$ cat config.mk
export PLATFORM = sky130hd
export DESIGN_NAME = fit_policy_block_allocator
export DESIGN_NICKNAME = d
export VERILOG_FILES = /design/src/sv/fpba_pkg.sv /design/src/sv/fit_policy_block_allocator.sv /design/src/sv/fpba_ram.sv /design/src/sv/fpba_ctrl.sv
export SDC_FILE = /design/constraint.sdc
export NUM_CORES = 1
export LEC_CHECK = 0
export ABC_AREA = 0
export BUFFER_PORTS_ARGS = -buffer_cell sky130_fd_sc_hd__buf_2
export CORE_AREA = 2 2 200 202
export DETAILED_ROUTE_END_ITERATION = 12
export DIE_AREA = 0 0 202 204
export PLACE_DENSITY_LB_ADDON = 0.1
export SLEW_MARGIN = 10
export SYNTH_ARGS = -nofsm -noshare
export SYNTH_HDL_FRONTEND = slang
export SYNTH_SLANG_ARGS = --single-unit
$ cat constraint.sdc
create_clock -name clk -period 7 [get_ports clk]
set_input_delay 0.35 -clock clk [delete_from_list [all_inputs] [get_ports clk]]
set_output_delay 0.35 -clock clk [all_outputs]
set_load 0.01 [all_outputs]
$ cat src/sv/fpba_pkg.sv
// ----------------------------------------------------------------------------
// fpba_pkg - shared types and constants for the fit-policy block allocator
// Port widths, register indexes, policy codes and the result bundle.
// ----------------------------------------------------------------------------
package fpba_pkg;

  // Defaults for the top-level parameters
  localparam int NUM_BLOCKS_DEF = 16;
  localparam int SIZE_WIDTH_DEF = 16;

  // Fixed port widths
  localparam int BLK_PORT_W  = 4;
  localparam int SIZE_PORT_W = 16;
  localparam int POLICY_W    = 2;
  localparam int COUNT_W     = 5;
  localparam int CFG_DATA_W  = 5;
  localparam int CFG_IDX_W   = 1;

  // Configuration register indexes
  localparam logic [CFG_IDX_W-1:0] REG_FIT_POLICY  = 1'b0;
  localparam logic [CFG_IDX_W-1:0] REG_BLOCK_COUNT = 1'b1;

  // Input actions
  localparam logic ACT_LOAD  = 1'b0;
  localparam logic ACT_ALLOC = 1'b1;

  typedef enum logic [POLICY_W-1:0] {
    POL_FIRST = 2'd0,
    POL_NEXT  = 2'd1,
    POL_BEST  = 2'd2,
    POL_WORST = 2'd3
  } policy_t;

  // One result word from the sequencer
  typedef struct packed {
    logic                   valid;
    logic                   granted;
    logic [BLK_PORT_W-1:0]  block;
    logic [SIZE_PORT_W-1:0] remaining;
  } res_t;

endpackage

$ cat src/sv/fit_policy_block_allocator.sv
// ----------------------------------------------------------------------------
// fit_policy_block_allocator - first/next/best/worst fit block allocator
// Keeps a table of free block sizes and places size requests by policy.
// ----------------------------------------------------------------------------
// Usage:
//   Input: a word is taken on a clock edge with start high and busy low.
//   in_action 0 loads in_size_value into entry in_block_index and returns the
//   next-fit pointer to zero; in_action 1 requests in_size_value.
//   Output: every word gives one result, out_valid high for one cycle with
//   out_granted, out_chosen_block and out_remaining_size. The receiver
//   cannot stall, so results are never held.
//   Config: cfg_we writes cfg_wdata into register cfg_index (0 fit policy,
//   1 block count); write only while idle.
// Timing:
//   Load, or allocate with block count zero: result in the cycle after accept.
//   Allocate: the first read is issued on accept; the scan then reads the
//   entries in use in turn through the table RAM's registered read port,
//   and a write-back state follows a hit. Best/worst fit scan every entry
//   in use, while first/next fit stop at the first hit. A denied request ends after
//   the scan without write-back. busy stays high for the whole scan.
// Reset: clears config to first fit with zero blocks, the pointer to zero.
//   The table is not cleared; entries must be loaded before use.
// ----------------------------------------------------------------------------
module fit_policy_block_allocator #(
  parameter int NUM_BLOCKS = fpba_pkg::NUM_BLOCKS_DEF,
  parameter int SIZE_WIDTH = fpba_pkg::SIZE_WIDTH_DEF
) (
  input  logic                             clk,
  input  logic                             rst_n,
  // command channel
  input  logic                             start,
  output logic                             busy,
  input  logic                             in_action,
  input  logic [fpba_pkg::BLK_PORT_W-1:0]  in_block_index,
  input  logic [fpba_pkg::SIZE_PORT_W-1:0] in_size_value,
  // result channel
  output logic                             out_valid,
  output logic                             out_granted,
  output logic [fpba_pkg::BLK_PORT_W-1:0]  out_chosen_block,
  output logic [fpba_pkg::SIZE_PORT_W-1:0] out_remaining_size,
  // configuration
  input  logic                             cfg_we,
  input  logic [fpba_pkg::CFG_IDX_W-1:0]   cfg_index,
  input  logic [fpba_pkg::CFG_DATA_W-1:0]  cfg_wdata
);
  import fpba_pkg::*;

  localparam int IDX_W = (NUM_BLOCKS > 1) ? $clog2(NUM_BLOCKS) : 1;
  localparam int CNT_W = $clog2(NUM_BLOCKS + 1);

  policy_t              policy_r;
  logic [COUNT_W-1:0]   count_r;
  logic [CNT_W-1:0]     act_cnt;

  res_t                 res;
  logic                 out_valid_r;
  logic                 out_granted_r;
  logic [BLK_PORT_W-1:0]  out_block_r;
  logic [SIZE_PORT_W-1:0] out_rem_r;

  logic                  ram_we;
  logic [IDX_W-1:0]      ram_waddr;
  logic [SIZE_WIDTH-1:0] ram_wdata;
  logic [IDX_W-1:0]      ram_raddr;
  logic [SIZE_WIDTH-1:0] ram_rdata;

  // config registers
  always_ff @(posedge clk) begin
    if (!rst_n) begin
      policy_r <= POL_FIRST;
      count_r  <= '0;
    end else if (cfg_we) begin
      case (cfg_index)
        REG_FIT_POLICY:  policy_r <= policy_t'(cfg_wdata[POLICY_W-1:0]);
        REG_BLOCK_COUNT: count_r  <= cfg_wdata[COUNT_W-1:0];
        default:         ;
      endcase
    end
  end

  // block count saturates at the table depth
  assign act_cnt = (32'(count_r) > NUM_BLOCKS) ? CNT_W'(NUM_BLOCKS) : CNT_W'(count_r);

  fpba_ram #(
    .WIDTH (SIZE_WIDTH),
    .DEPTH (NUM_BLOCKS)
  ) u_table (
    .clk   (clk),
    .we    (ram_we),
    .waddr (ram_waddr),
    .wdata (ram_wdata),
    .raddr (ram_raddr),
    .rdata (ram_rdata)
  );

  fpba_ctrl #(
    .NUM_BLOCKS (NUM_BLOCKS),
    .SIZE_WIDTH (SIZE_WIDTH)
  ) u_ctrl (
    .clk         (clk),
    .rst_n       (rst_n),
    .start       (start),
    .action      (in_action),
    .block_index (in_block_index),
    .size_value  (in_size_value),
    .policy      (policy_r),
    .act_cnt     (act_cnt),
    .busy        (busy),
    .res         (res),
    .ram_we      (ram_we),
    .ram_waddr   (ram_waddr),
    .ram_wdata   (ram_wdata),
    .ram_raddr   (ram_raddr),
    .ram_rdata   (ram_rdata)
  );

  // result register: one-cycle strobe
  always_ff @(posedge clk) begin
    if (!rst_n) begin
      out_valid_r <= 1'b0;
    end else begin
      out_valid_r <= res.valid;
    end
  end

  always_ff @(posedge clk) begin
    out_granted_r <= res.granted;
    out_block_r   <= res.block;
    out_rem_r     <= res.remaining;
  end

  assign out_valid          = out_valid_r;
  assign out_granted        = out_granted_r;
  assign out_chosen_block   = out_block_r;
  assign out_remaining_size = out_rem_r;

endmodule

$ cat src/sv/fpba_ram.sv
// ----------------------------------------------------------------------------
// fpba_ram - generic single-write, single-read RAM
// One write port and one read port; read data is registered.
// ----------------------------------------------------------------------------
module fpba_ram #(
  parameter int WIDTH = 16,
  parameter int DEPTH = 16,
  localparam int AW = (DEPTH > 1) ? $clog2(DEPTH) : 1
) (
  input  logic             clk,
  input  logic             we,
  input  logic [AW-1:0]    waddr,
  input  logic [WIDTH-1:0] wdata,
  input  logic [AW-1:0]    raddr,
  output logic [WIDTH-1:0] rdata
);

  logic [WIDTH-1:0] mem [DEPTH];
  logic [WIDTH-1:0] rdata_r;

  always_ff @(posedge clk) begin
    if (we) begin
      mem[waddr] <= wdata;
    end
    rdata_r <= mem[raddr];
  end

  assign rdata = rdata_r;

endmodule

$ cat src/sv/fpba_ctrl.sv
// ----------------------------------------------------------------------------
// fpba_ctrl - scan sequencer for the fit-policy block allocator
// Streams table entries through one compare unit, keeps the candidate,
// writes back the chosen entry and owns the next-fit pointer.
// ----------------------------------------------------------------------------
module fpba_ctrl #(
  parameter int NUM_BLOCKS = fpba_pkg::NUM_BLOCKS_DEF,
  parameter int SIZE_WIDTH = fpba_pkg::SIZE_WIDTH_DEF,
  localparam int IDX_W = (NUM_BLOCKS > 1) ? $clog2(NUM_BLOCKS) : 1,
  localparam int CNT_W = $clog2(NUM_BLOCKS + 1)
) (
  input  logic                                clk,
  input  logic                                rst_n,
  input  logic                                start,
  input  logic                                action,
  input  logic [fpba_pkg::BLK_PORT_W-1:0]     block_index,
  input  logic [fpba_pkg::SIZE_PORT_W-1:0]    size_value,
  input  fpba_pkg::policy_t                   policy,
  input  logic [CNT_W-1:0]                    act_cnt,
  output logic                                busy,
  output fpba_pkg::res_t                      res,
  output logic                                ram_we,
  output logic [IDX_W-1:0]                    ram_waddr,
  output logic [SIZE_WIDTH-1:0]               ram_wdata,
  output logic [IDX_W-1:0]                    ram_raddr,
  input  logic [SIZE_WIDTH-1:0]               ram_rdata
);
  import fpba_pkg::*;

  typedef enum logic [2:0] {
    S_IDLE  = 3'b001,
    S_SCAN  = 3'b010,
    S_WRITE = 3'b100
  } state_t;

  state_t                state_r, state_nxt;
  logic [SIZE_WIDTH-1:0] req_r, req_nxt;
  logic [IDX_W-1:0]      pos_r, pos_nxt;
  logic [CNT_W-1:0]      cnt_r, cnt_nxt;
  logic                  have_r, have_nxt;
  logic [IDX_W-1:0]      best_idx_r, best_idx_nxt;
  logic [SIZE_WIDTH-1:0] best_val_r, best_val_nxt;
  logic [IDX_W-1:0]      ptr_r, ptr_nxt;

  logic [SIZE_WIDTH-1:0] size_w;
  logic [IDX_W-1:0]      start_pos;
  logic [CNT_W-1:0]      pos_inc;
  logic [IDX_W-1:0]      pos_wrap;
  logic                  fits, better, take, stop_early, last;
  logic [SIZE_WIDTH-1:0] diff;

  assign size_w    = SIZE_WIDTH'(size_value);
  assign start_pos = (policy == POL_NEXT && CNT_W'(ptr_r) < act_cnt) ? ptr_r : '0;

  // wraparound increment over the entries in use
  assign pos_inc  = CNT_W'(pos_r) + CNT_W'(1);
  assign pos_wrap = (pos_inc == act_cnt) ? '0 : IDX_W'(pos_inc);

  // shared compare unit
  assign fits   = (ram_rdata >= req_r);
  assign better = !have_r ||
                  (policy == POL_BEST  && ram_rdata < best_val_r) ||
                  (policy == POL_WORST && ram_rdata > best_val_r);
  assign take       = fits && better;
  assign stop_early = take && (policy == POL_FIRST || policy == POL_NEXT);
  assign last       = ((cnt_r + CNT_W'(1)) == act_cnt);
  assign diff       = best_val_r - req_r;

  assign busy = (state_r != S_IDLE);

  always_comb begin
    state_nxt    = state_r;
    req_nxt      = req_r;
    pos_nxt      = pos_r;
    cnt_nxt      = cnt_r;
    have_nxt     = have_r;
    best_idx_nxt = best_idx_r;
    best_val_nxt = best_val_r;
    ptr_nxt      = ptr_r;
    ram_we       = 1'b0;
    ram_waddr    = IDX_W'(block_index);
    ram_wdata    = size_w;
    ram_raddr    = start_pos;
    res          = '0;

    case (state_r)
      S_IDLE: begin
        if (start) begin
          if (action == ACT_LOAD) begin
            res.valid = 1'b1;
            if (32'(block_index) < NUM_BLOCKS) begin
              ram_we        = 1'b1;
              ptr_nxt       = '0;
              res.granted   = 1'b1;
              res.block     = block_index;
              res.remaining = SIZE_PORT_W'(size_w);
            end
          end else if (act_cnt == '0) begin
            // nothing in use: deny at once
            res.valid = 1'b1;
          end else begin
            req_nxt   = size_w;
            pos_nxt   = start_pos;
            cnt_nxt   = '0;
            have_nxt  = 1'b0;
            state_nxt = S_SCAN;
          end
        end
      end

      S_SCAN: begin
        ram_raddr = pos_wrap;
        if (take) begin
          have_nxt     = 1'b1;
          best_idx_nxt = pos_r;
          best_val_nxt = ram_rdata;
        end
        if (stop_early || (last && (have_r || take))) begin
          state_nxt = S_WRITE;
        end else if (last) begin
          res.valid = 1'b1;
          state_nxt = S_IDLE;
        end else begin
          pos_nxt = pos_wrap;
          cnt_nxt = cnt_r + CNT_W'(1);
        end
      end

      S_WRITE: begin
        ram_we        = 1'b1;
        ram_waddr     = best_idx_r;
        ram_wdata     = diff;
        res.valid     = 1'b1;
        res.granted   = 1'b1;
        res.block     = BLK_PORT_W'(best_idx_r);
        res.remaining = SIZE_PORT_W'(diff);
        if (policy == POL_NEXT) begin
          ptr_nxt = best_idx_r;
        end
        state_nxt = S_IDLE;
      end

      default: begin
        state_nxt = S_IDLE;
      end
    endcase
  end

  always_ff @(posedge clk) begin
    if (!rst_n) begin
      state_r <= S_IDLE;
      ptr_r   <= '0;
      have_r  <= 1'b0;
    end else begin
      state_r <= state_nxt;
      ptr_r   <= ptr_nxt;
      have_r  <= have_nxt;
    end
  end

  always_ff @(posedge clk) begin
    req_r      <= req_nxt;
    pos_r      <= pos_nxt;
    cnt_r      <= cnt_nxt;
    best_idx_r <= best_idx_nxt;
    best_val_r <= best_val_nxt;
  end

endmodule
**Word-level counts from Yosys, hierarchy flattened**

Memories as Yosys holds them, arrays and structs flattened. A register that Yosys moved wholly into a read port is not among the register bits.
Cells that the tools add are included.

- Bitwise operators: 2
- Add/sub/neg operators: 3
- Reduce and logical (&&, ||, !) cells: 24
- Equality and inequality tests: 18
- $lt $le $gt $ge: 5
- Mux-type cells: 46

Operators with widths:

| cell | count |
|---|---|
| $mux W4 | 12 |
| $pmux W21 S2 | 1 |
| $mux W5 | 6 |
| $mux W22 | 1 |
| $mux W21 | 1 |
| $ge A16 B16 Y1 | 1 |
| $gt A16 B16 Y1 | 1 |
| $lt A16 B16 Y1 | 1 |
| $mux W16 | 1 |
| $pmux W4 S2 | 2 |
| $sub A16 B16 Y16 | 1 |
| $mux W3 | 5 |
| $mux W1 | 12 |
| $ne A2 B2 Y1 const B | 6 |
| $reduce_and A4 Y1 | 3 |
| $eq A5 B5 Y1 | 2 |
| $pmux W5 S2 | 1 |
| $logic_and A1 B1 Y1 | 6 |
| $ne A3 B1 Y1 const B | 2 |
| $pmux W3 S2 | 1 |
| $reduce_and A2 Y1 | 3 |
| $reduce_and A6 Y1 | 1 |
| $add A4 B1 Y5 const B | 1 |
| $add A5 B1 Y5 const B | 1 |
| other kinds (17) | 26 |

- Input port bits: 31
- Output and inout bits: 23
- Bits in writable memories: 256
- Memories kept: 1
- Logic and storage cells: 113
- Bits in registers: 82

Memories:

| name | depth | width | rd ports | clocked after Yosys merged registers in | write ports | line | source |
|---|---|---|---|---|---|---|---|
| u_table.mem | 16 | 16 | 1 | 1 | 1 | fpba_ram.sv:18 | `logic [WIDTH-1:0] mem [DEPTH];` |

**Logic depth before layout (Yosys ltp)**

Gate-level depths: netlist (run 1).

- Word-level depth: 10
- Gate-level depth with buffers: 14
- Mapped depth without buffers: 12

**Modules after synthesis**

Synthesis (run 1) repeated with hierarchy kept, for this count alone.

- Cells, all modules: 954
- Area total of the unflattened synthesis: 14953.1 sq um

Modules (own cells, without submodules):

| module | times used | cells an instance | area each (sq um) |
|---|---|---|---|
| fpba_ram | 1 | 432 | 10042.1 |
| fpba_ctrl | 1 | 464 | 4154.0 |
| fit_policy_block_allocator | 1 | 58 | 757.0 |

**Least setup slack after synthesis (run 1)**

Ideal clock, no wire load.

- Path kind: register to register
- Start point: reg u_ctrl.best_val_r[0]
- End point: mem u_table.mem[0][12], data pin
- Arrival time: 2.956 ns
- Path buffers: 0
- Clock period less this slack: 3.287 ns
- Stages on the path, launching flop included: 13
- Setup time: 0.330 ns
- Setup slack: 3.713 ns
- Required time: 6.670 ns
- Path through: edfxtp_1 -> inv_1 -> ha_1 -> inv_1 -> fa_1 -> a21o_1 -> a21oi_1 -> o21ai_0 -> a311oi_1 -> o21bai_1 -> a21oi_1 -> xor2_1 -> o21ai_0

- Longest elaborated chain between the ends: 2

RTL lines:

| what | line | source |
|---|---|---|
| from (decl) | fpba_ctrl.sv:42 | `logic [SIZE_WIDTH-1:0] best_val_r, best_val_nxt;` |
| from (signal assigned) | fpba_ctrl.sv:166 | `best_val_r <= best_val_nxt;` |
| $sub A16 B16 Y16 | fpba_ctrl.sv:67 | `assign diff = best_val_r - req_r;` |
| $mux W16 | fpba_ctrl.sv:86 | `case (state_r)` |
| via ram_wdata[12] | fit_policy_block_allocator.sv:63 | `logic [SIZE_WIDTH-1:0] ram_wdata;` |
| to (decl) | fpba_ram.sv:18 |  |

The timed path passes the listed nets, and every way through them passes these cells.

**Worst setup path in the final report (run 1)**

- Start point: reg count_r[4]
- End point: reg u_table.rdata_r[6], in the netlist u_table.rdata[6], read port of u_table.mem

- Longest elaborated chain between the ends: 6

RTL lines:

| what | line | source |
|---|---|---|
| from (decl) | fit_policy_block_allocator.sv:52 | `logic [COUNT_W-1:0] count_r;` |
| from (signal assigned) | fit_policy_block_allocator.sv:75 | `REG_BLOCK_COUNT: count_r <= cfg_wdata[COUNT_W-1:0];` |
| $gt A5 B5 Y1 | fit_policy_block_allocator.sv:82 | `assign act_cnt = (32'(count_r) > NUM_BLOCKS) ? CNT_W'(NUM_BLOCKS) : CNT_W'(count_r);` |
| $mux W5 * | fit_policy_block_allocator.sv:82 |  |
| $lt A4 B5 Y1 | fpba_ctrl.sv:53 | `assign start_pos = (policy == POL_NEXT && CNT_W'(ptr_r) < act_cnt) ? ptr_r : '0;` |
| $logic_and A1 B1 Y1 | fpba_ctrl.sv:53 |  |
| $mux W4 | fpba_ctrl.sv:53 |  |
| $mux W4 * | fpba_ctrl.sv:86 |  |
| to (decl) | fpba_ram.sv:19 | `logic [WIDTH-1:0] rdata_r;` |

Every way passes the cells marked *; elsewhere a longest branch is shown, timed or not.
A chain may end at the register's enable or synchronous reset.

==> flow_metrics.env, run 1 <==
export IMPL_fin_crit_sh=0.596
export IMPL_synth_main_ff_cell="edfxtp_1"
export IMPL_synth_net_count=1188
export IMPL_drt_initial_drc_count=655
export IMPL_grt_usage=0.178
export IMPL_synth_simple_area_share=0.0827
export IMPL_fp_dieW_um=202
export IMPL_die_area_um2=41200
export IMPL_path_clk_slew_ps=60
export IMPL_core_area_um2=39200
export IMPL_place_ws_ps=2940
export IMPL_report_final_slew_viol_count=0
export IMPL_r2r_end="u_table.rdata[6]"
export IMPL_finalHoldViolCount=0
export IMPL_crit_buf_inv=2
export IMPL_vias=9024
export IMPL_reg2reg_slack_ps=2830
export IMPL_cts_root_buf="clkbuf_16"
export IMPL_synth_area_leaders="edfxtp_1, mux2i_1, dfxtp_1"
export IMPL_seq_area_frac_synth=0.652
export IMPL_required_ps=7440
export IMPL_netlist_instances=1104
export IMPL_hold_path_depth=3
export IMPL_synthAdderAreaFrac=0.0433
export IMPL_num_rows=73
export IMPL_hpwl_um=23100
export IMPL_htree_num_levels=2
export IMPL_min_from="in_block_index[1]"
export IMPL_nets=1280
export IMPL_rsz0062_at_grt="no"
export IMPL_crit_slowest_cell="dfxtp_1"
export IMPL_first_pass_iters=5
export IMPL_status="finished, final reports clean"
export IMPL_final_common_cell="edfxtp_1"
export IMPL_placed_cell_area_um2=16400
export IMPL_synth_compound_area_frac=0.0749
export IMPL_gp_congestion=0.815
export IMPL_synth_top_cell_by_area="edfxtp_1"
export IMPL_area_growth_pct=15.1
export IMPL_r2r_start="count_r[4]"
export IMPL_fin_skew_ps=11.7
export IMPL_crit_type="reg -> reg"
export IMPL_yosysUniqueCellTypes=69
export IMPL_synth_seq_cells=354
export IMPL_synth_top_cell_area_share=0.583
export IMPL_crit_path_cell_trace="nand2b_1 -> ha_1 -> a21oi_1 -> o211ai_1 -> nor3b_1 -> a211oi_4 -> buf_12 -> inv_2 -> and2_1 -> a211oi_1 -> a31oi_1 -> a311o_1"
export IMPL_critPathMaxStageDelay_ps=720
export IMPL_critPathLaunchType="flip-flop"
export IMPL_yosys_mux_area_fraction=0.105
export IMPL_via_per_inst=5.15
export IMPL_ctsLongestPathBuffers=3
export IMPL_ys_warn_count=0
export IMPL_routed_wl_um=36400
export IMPL_crit_arrival_ps=4620
export IMPL_grt_ovfl_total=0
export IMPL_antenna_found_initial=0
export IMPL_num_antenna_cells=0
export IMPL_grt_pass1_wl_um=55000
export IMPL_synth_top_family_by_area="multiplexers"
export IMPL_worst_pin_slew_ps=1150
export IMPL_powerDensity_nw_per_um2=256
export IMPL_clock_latency_ps=560
export IMPL_min_to="out_chosen_block[1]"
export IMPL_netlist_area_um2=15500
export IMPL_drcViolationCount=0
export IMPL_cts_sinks=354
export IMPL_leakagePower_nw=7.58
export IMPL_max_slew_margin_rel=0.229
export IMPL_worst_hold_path_type="in -> reg"
export IMPL_drive_gt1_frac=0.143
export IMPL_fin_area_um2=17800
export IMPL_n_fill_cell=3523
export IMPL_cts_buffers=40
export IMPL_finalSetupViolCount=0
export IMPL_hold_worst_slack_ps=54.2
export IMPL_pin_count=54
export IMPL_fmax_mhz=240
export IMPL_final_setup_tns_ps=0
export IMPL_rr_worst_depth=12
export IMPL_synth_xor_area_frac=0.0137
export IMPL_die_h_um=204
export IMPL_endpoint_kind="flip-flop"
export IMPL_grt_pass1_vias=9062
export IMPL_async_reset_ff_frac=0
export IMPL_grt_max_degree=130
export IMPL_cts_setup_buffers=0
export IMPL_cp_top_family="compound AO/OA/AOI/OAI gates"
export IMPL_synth_edff_count=301
export IMPL_fin_ws_ps=2830
export IMPL_antenna_left=0
export IMPL_synth_area_per_cell_um2=14.0
export IMPL_fin_crit_ps=4170
export IMPL_wl_per_cell_um=20.8
export IMPL_start_util=0.396
export IMPL_cap_violations=0
export IMPL_portBuffers=53
export IMPL_vdd_drop_max_mv=0.147
export IMPL_cts_tree="done"
export IMPL_final_cell_mix="edfxtp_1, mux2i_1, nand2_1"
export IMPL_crit_fanout=129
cell families (layout without fill, tap and decap cells):
logic type | after synthesis | after routing
buffers and inverters | 88 | 211
adders and majority gates | 53 | 53
muxes | 162 | 162
xor gates and xnor gates | 21 | 21
AOI/OAI and AO/OA | 161 | 161
and+or+nand+nor | 265 | 265
DFF | 354 | 354
where the power goes:
part / switching (W) / internal, W / total [W]
registers: 0.0000125 / 0.00231 / 0.00232
clock network: 0.000850 / 0.00122 / 0.00207
logic: 0.000105 / 0.0000601 / 0.000165
total: 0.000968 / 0.00359 / 0.00456
layer usage:
layer | GRT usage | vias up | routed length [um]
met2 | 0.276 | 195 | 16200
met5 | 0 | - | 0
li1 | - | 4337 | -
met4 | 0.0570 | 0 | 732
met3 | 0.0325 | 49 | 1720
met1 | 0.254 | 4443 | 17700
flip-flops by register name, indices dropped and copies added (netlist names):
signal / count
count_r: 5
out_chosen_block: 4
out_granted: 1
out_remaining_size: 16
out_valid: 1
policy_r: 2
u_ctrl.best_idx_r: 4
u_ctrl.best_val_r: 16
u_ctrl.cnt_r: 5
u_ctrl.have_r: 1
u_ctrl.pos_r: 4
u_ctrl.ptr_r: 4
u_ctrl.req_r: 16
u_ctrl.state_r: 3
u_table.mem: 256
u_table.rdata: 16
how the worst max path moves through the flow:
stage                                     from            endpoint  slack, ps  cells after the start
after floorplan           u_ctrl.best_val_r[0]  u_table.mem[0][12]       3710                     12
after CTS                           count_r[4]    u_table.rdata[6]       2920                     12
after global routing                count_r[4]    u_table.rdata[6]       2630                     12
after detailed placement            count_r[4]    u_table.rdata[6]       2940                     12
after global placement              count_r[4]    u_table.rdata[6]       3030                     12
final                               count_r[4]    u_table.rdata[6]       2830                     12
worst register-to-register path, cell delays in order (launching register included):
cell and delay, ps:
dfxtp_1 720, nand2b_1 290, ha_1 190, a21oi_1 70, o211ai_1 220, nor3b_1 120, a211oi_4 200, buf_12 580
inv_2 700, and2_1 300, a211oi_1 210, a31oi_1 70, a311o_1 380
through the flow:
step                utilization  cells  power (W)
global placement          0.418   1663    0.00253
finish                    0.455   1752    0.00456
global route              0.455   1752    0.00471
floorplan                     -   1104    0.00246
detailed placement        0.418   1663    0.00253
CTS                       0.455   1752    0.00462
what timing repair did:
| action | in CTS | in global routing |
|---|---|---|
| hold buffers | 16 | 0 |
| endpoints found under the setup margin | 0 | 0 |
| resized for setup | 0 | 0 |
| hold endpoints to repair | 24 | 0 |
final cells by class:
| class | instances | area, um2 | share of cell area |
|---|---|---|---|
| multi-input combinational | 662 | 4990 | 0.280 |
| clock buffer | 56 | 1140 | 0.0641 |
| sequential | 354 | 10100 | 0.566 |
| clock inverter | 17 | 159 | 0.00891 |
| tap | 525 | 657 | 0.0368 |
| timing repair buffer | 91 | 603 | 0.0338 |
| inverter | 47 | 176 | 0.00989 |
synth_stat cells (7+ instances only):
| master | count |
|---|---|
| a211oi_1 | 7 |
| a21boi_0 | 13 |
| a21o_1 | 14 |
| a21oi_1 | 21 |
| a32o_1 | 15 |
| buf_2 | 7 |
| buf_4 | 8 |
| buf_6 | 10 |
| clkbuf_1 | 16 |
| dfxtp_1 | 53 |
| edfxtp_1 | 301 |
| ha_1 | 52 |
| inv_1 | 45 |
| mux2i_1 | 157 |
| nand2_1 | 113 |
| nand2b_1 | 10 |
| nand3_1 | 16 |
| nor2_1 | 57 |
| nor3_1 | 12 |
| nor3_2 | 10 |
| nor3b_1 | 8 |
| o21a_1 | 11 |
| o21ai_0 | 27 |
| o22ai_1 | 19 |
| xnor2_1 | 10 |
| xor2_1 | 9 |
Note: power is estimated with default switching activity, not from simulation.
==> run 2, diff against run 1 <==
==> constraint.sdc (replaced) <==
create_clock -name clk -period 4.3 [get_ports clk]
set_input_delay 0.215 -clock clk [delete_from_list [all_inputs] [get_ports clk]]
set_output_delay 0.215 -clock clk [all_outputs]
set_load 0.01 [all_outputs]
==> flow_metrics.env, run 2 (same netlist as run 1, synthesis figures left out) <==
export IMPL_pin_count=54
export IMPL_die_h_um=204
export IMPL_crit_type="reg -> reg"
export IMPL_swShare=0.209
export IMPL_htree_num_levels=2
export IMPL_vdd_drop_max_mv=0.301
export IMPL_worst_hold_path_type="in -> reg"
export IMPL_p_comb_frac=0.037
export IMPL_final_cell_mix="edfxtp_1, mux2i_1, nand2_1"
export IMPL_finalSetupViolCount=0
export IMPL_status="finished, final reports clean"
export IMPL_hold_worst_slack_ps=23.1
export IMPL_portBuffers=53
export IMPL_dp_cells=1681
export IMPL_num_rows=73
export IMPL_first_pass_iters=5
export IMPL_fin_crit_ps=3610
export IMPL_crit_fanout=13
export IMPL_start_util=0.396
export IMPL_grt_usage=0.186
export IMPL_cts_setup_buffers=0
export IMPL_leakagePower_nw=7.73
export IMPL_max_slew_margin_rel=0.319
export IMPL_drcViolationCount=0
export IMPL_hpwl_um=24300
export IMPL_vias=9104
export IMPL_wl_per_cell_um=21.1
export IMPL_ctsLongestPathBuffers=3
export IMPL_fp_dieW_um=202
export IMPL_critPathLaunchType="flip-flop"
export IMPL_largest_reg_flops=256
export IMPL_required_ps=4730
export IMPL_power_total_w=0.00742
export IMPL_finalHoldViolCount=0
export IMPL_fmax_mhz=277
export IMPL_final_cells=1785
export IMPL_drive_gt1_frac=0.156
export IMPL_core_area_um2=39200
export IMPL_via_per_inst=5.10
export IMPL_final_common_cell="edfxtp_1"
export IMPL_final_setup_tns_ps=0
export IMPL_worst_pin_slew_ps=1020
export IMPL_fin_skew_ps=24.2
export IMPL_powerDensity_nw_per_um2=409
export IMPL_largest_register="u_table.mem"
export IMPL_area_growth_pct=17.0
export IMPL_final_util=0.463
export IMPL_p_sw_w=0.00155
export IMPL_clkPwrFrac=0.452
export IMPL_grt_pass1_wl_um=57000
export IMPL_cts_sinks=354
export IMPL_seqPwrFrac=0.510
export IMPL_nets=1312
export IMPL_grt_max_degree=39
export IMPL_endpoint_kind="flip-flop"
export IMPL_antenna_found_initial=1
export IMPL_rsz0062_at_grt="no"
export IMPL_die_area_um2=41200
export IMPL_cts_root_buf="clkbuf_16"
export IMPL_drt_initial_drc_count=456
export IMPL_antenna_left=0
export IMPL_cts_tree="done"
export IMPL_routed_wl_um=37600
export IMPL_crit_arrival_ps=4040
export IMPL_clock_latency_ps=550
export IMPL_path_clk_slew_ps=60
export IMPL_cts_buffers=41
export IMPL_gp_congestion=0.798
export IMPL_fin_crit_sh=0.839
export IMPL_num_antenna_cells=0
export IMPL_grt_pass1_vias=9188
export IMPL_internal_power_w=0.00587
export IMPL_cap_violations=0
export IMPL_grt_ovfl_total=0
export IMPL_report_final_slew_viol_count=0
==> run 2: through the flow <==
stage,setup WS [ps],instance area (um2)
3_5_place_dp,703,16500
5_1_grt,510,18100
4_1_cts,709,18100
6_report,690,18100
2_1_floorplan,1010,15500
3_3_place_gp,749,16500
==> run 2: per-layer routing <==
layer,part of all wire,GRT usage,up-vias
met4,0.020,0.0549,0
li1,-,-,4395
met1,0.48,0.266,4480
met5,0,0,-
met3,0.042,0.0273,48
met2,0.46,0.296,181
==> run 2: power by group through the flow <==
| stage | Combinational, W | Sequential, W | Clock, W |
|---|---|---|---|
| floorplan | 0.000150 | 0.00385 | 0 |
| global placement | 0.000257 | 0.00385 | 0 |
| detailed placement | 0.000258 | 0.00386 | 0 |
| CTS | 0.000280 | 0.00378 | 0.00345 |
| global route | 0.000308 | 0.00379 | 0.00358 |
| finish | 0.000277 | 0.00378 | 0.00336 |
==> run 2: repair_timing <==
action	in CTS	in global routing
resized for setup	0	0
endpoints found under the hold margin	44	0
endpoints found under the setup margin	0	0
hold buffers	29	0
==> run 2: worst max-delay path: stages (launching register included) <==
cell and delay (ps):
edfxtp_1 470, ha_1 300, xor3_1 380, a2bb2oi_2 150
o22ai_2 210, a21oi_4 100, a22oi_1 450, inv_1 210
nand2_1 620, o22ai_1 250, nor3_2 350
==> run 2: final timing paths <==
path	from	cells past startpoint	slack, ps	endpoint
setup / recovery	u_ctrl.pos_r[0]	10	690	u_table.rdata[9]
hold / removal	cfg_we	3	20	policy_r[1]
setup reg to reg	u_ctrl.pos_r[0]	10	690	u_table.rdata[9]
hold reg to reg	u_table.rdata[9]	0	480	u_ctrl.best_val_r[9]
==> run 2: layout make-up <==
cell class	instances	area, um2
repair buffers	122	893
multi-input cells	662	4990
inverters	47	176
fillers	3492	21100
well taps	525	657
flip-flops and latches	354	10100
clock buffers	66	1250
clock inverters	9	58.8
==> run 3, diff against run 2 <==
==> constraint.sdc (replaced) <==
create_clock -name clk -period 3.4 [get_ports clk]
set_input_delay 0.17 -clock clk [delete_from_list [all_inputs] [get_ports clk]]
set_output_delay 0.17 -clock clk [all_outputs]
set_load 0.01 [all_outputs]
==> flow_metrics.env, run 3 (same netlist as run 1, synthesis figures left out) <==
export IMPL_min_to="out_granted"
export IMPL_grt_pass1_vias=9299
export IMPL_r2r_end="u_table.rdata[0]"
export IMPL_crit_arrival_ps=3600
export IMPL_finalHoldViolCount=0
export IMPL_vias=9286
export IMPL_drt_initial_drc_count=633
export IMPL_pin_count=54
export IMPL_p_sw_w=0.00197
export IMPL_clkPwrFrac=0.449
export IMPL_crit_slowest_cell="a22oi_1"
export IMPL_via_per_inst=5.11
export IMPL_final_cell_mix="edfxtp_1, mux2i_1, nand2_1"
export IMPL_path_clk_slew_ps=60
export IMPL_status="finished, final reports clean"
export IMPL_fin_crit_sh=0.928
export IMPL_grt_usage=0.190
export IMPL_hpwl_um=24500
export IMPL_start_util=0.396
export IMPL_fmax_mhz=317
export IMPL_drcViolationCount=0
export IMPL_routed_wl_um=38600
export IMPL_p_comb_frac=0.041
export IMPL_final_cells=1819
export IMPL_final_setup_tns_ps=0
export IMPL_cts_buffers=40
export IMPL_internal_power_w=0.00740
export IMPL_report_final_slew_viol_count=0
export IMPL_antenna_left=0
export IMPL_seqPwrFrac=0.510
export IMPL_largest_register="u_table.mem"
export IMPL_htree_num_levels=2
export IMPL_final_common_cell="edfxtp_1"
export IMPL_num_rows=73
export IMPL_critPathMaxStageDelay_ps=470
export IMPL_gp_congestion=0.827
export IMPL_core_area_um2=39200
export IMPL_area_growth_pct=19.5
export IMPL_finalSetupViolCount=0
export IMPL_reg2reg_slack_ps=240
export IMPL_rsz0062_at_grt="no"
export IMPL_power_total_w=0.00937
export IMPL_required_ps=3850
export IMPL_vdd_drop_max_mv=0.373
export IMPL_dp_cells=1696
export IMPL_min_from="in_action"
export IMPL_fp_dieW_um=202
export IMPL_fin_skew_ps=12.4
export IMPL_antenna_found_initial=2
export IMPL_largest_reg_flops=256
export IMPL_wl_per_cell_um=21.2
export IMPL_grt_max_degree=34
export IMPL_powerDensity_nw_per_um2=506
export IMPL_crit_path_cell_trace="ha_1 -> xor3_1 -> a2bb2oi_2 -> o22ai_2 -> a21oi_4 -> a22oi_1 -> inv_1 -> nand2_1 -> buf_4 -> o22ai_1 -> nor3_1"
export IMPL_crit_fanout=9
export IMPL_clock_latency_ps=550
export IMPL_portBuffers=53
export IMPL_fin_ws_ps=244
export IMPL_critPathLaunchType="flip-flop"
export IMPL_die_area_um2=41200
export IMPL_hold_path_depth=3
export IMPL_ctsLongestPathBuffers=3
export IMPL_first_pass_iters=5
export IMPL_nets=1345
export IMPL_grt_pass1_wl_um=57500
export IMPL_grt_ovfl_total=0
export IMPL_cts_sinks=354
export IMPL_die_h_um=204
export IMPL_max_slew_margin_rel=0.424
export IMPL_drive_gt1_frac=0.170
export IMPL_leakagePower_nw=7.93
export IMPL_swShare=0.210
export IMPL_fin_crit_ps=3160
export IMPL_n_fill_cell=3464
export IMPL_rr_worst_depth=11
export IMPL_endpoint_kind="flip-flop"
export IMPL_cap_violations=0
export IMPL_cts_tree="done"
export IMPL_worst_hold_path_type="in -> reg"
export IMPL_r2r_start="u_ctrl.pos_r[1]"
export IMPL_final_util=0.473
export IMPL_place_ws_ps=-35.8
export IMPL_crit_type="reg -> reg"
export IMPL_worst_pin_slew_ps=864
export IMPL_cts_root_buf="clkbuf_16"
==> run 3: changes by cell type in the layout (fill, tap and decap cells not counted), sizes merged <==
cell | previous run | this run
inv | 48 | 49
buf | 93 | 115
diode | 0 | 1
clkbuf | 66 | 60
bufinv | 0 | 2
dlygate4sd3 | 29 | 41
clkinvlp | 1 | 0
clkinv | 7 | 10
==> run 3: per-layer routing <==
layer | routed length (um) | GRT usage
met4 | 932 | 0.0657
met5 | 0 | 0
met3 | 1810 | 0.0274
met2 | 17700 | 0.303
met1 | 18200 | 0.266
==> run 3: area by class of cell <==
| class | instances | area, um2 | area share |
|---|---|---|---|
| Clock inverter | 14 | 135 | 0.00730 |
| Timing Repair Buffer | 156 | 1290 | 0.0696 |
| Sequential cell | 354 | 10100 | 0.545 |
| Tap cell | 525 | 657 | 0.0355 |
| Multi-Input combinational cell | 662 | 5010 | 0.271 |
| Antenna cell | 1 | 2.50 | 0.000135 |
| Inverter | 47 | 176 | 0.00953 |
| Clock buffer | 60 | 1150 | 0.0620 |
==> run 3: power groups by stage <==
stage,registers [W],clock network (W),logic [W]
floorplan,0.00487,0,0.000190
global placement,0.00487,0,0.000341
detailed placement,0.00487,0,0.000342
CTS,0.00478,0.00432,0.000379
global route,0.00478,0.00449,0.000420
finish,0.00478,0.00421,0.000381
==> run 3: how the worst max path moves through the flow <==
| stage | depth (start not counted) | from | endpoint |
|---|---|---|---|
| 2_1_floorplan | 12 | u_ctrl.best_val_r[0] | u_table.mem[0][12] |
| 3_3_place_gp | 12 | u_ctrl.best_val_r[0] | u_table.mem[1][14] |
| 3_5_place_dp | 12 | u_ctrl.best_val_r[0] | u_table.mem[0][14] |
| 4_1_cts | 10 | u_ctrl.pos_r[1] | u_table.rdata[0] |
| 5_1_grt | 13 | u_ctrl.best_val_r[0] | u_table.mem[2][12] |
| 6_report | 11 | u_ctrl.pos_r[1] | u_table.rdata[0] |
==> run 3: timing repair <==
item	4_1_cts	5_1_grt
hold buffers	41	0
endpoints found under the hold margin	52	0
buffers inserted	0	6
cloned	0	1
pin swaps	0	4
resized for setup	1	6
endpoints found under the setup margin	32	52
==> run 3: metrics by stage <==
| step | instance area (um2) | hold slack (ps) |
|---|---|---|
| after floorplan | 15500 | 269 |
| after global placement | 16800 | 383 |
| after detailed placement | 16800 | 389 |
| after CTS | 18500 | 34.0 |
| after global routing | 18500 | 61.6 |
| final | 18500 | 70.5 |
==> run 3: worst max-delay path, delay by kind of cell, from the launching register on <==
family / cells / cell delay, ps
DFF: 1 / 420
AOI/OAI and AO/OA: 5 / 1060
and+or+nand+nor: 2 / 450
xor gates and xnor gates: 1 / 370
adders and majority gates: 1 / 260
buffers and inverters: 2 / 480
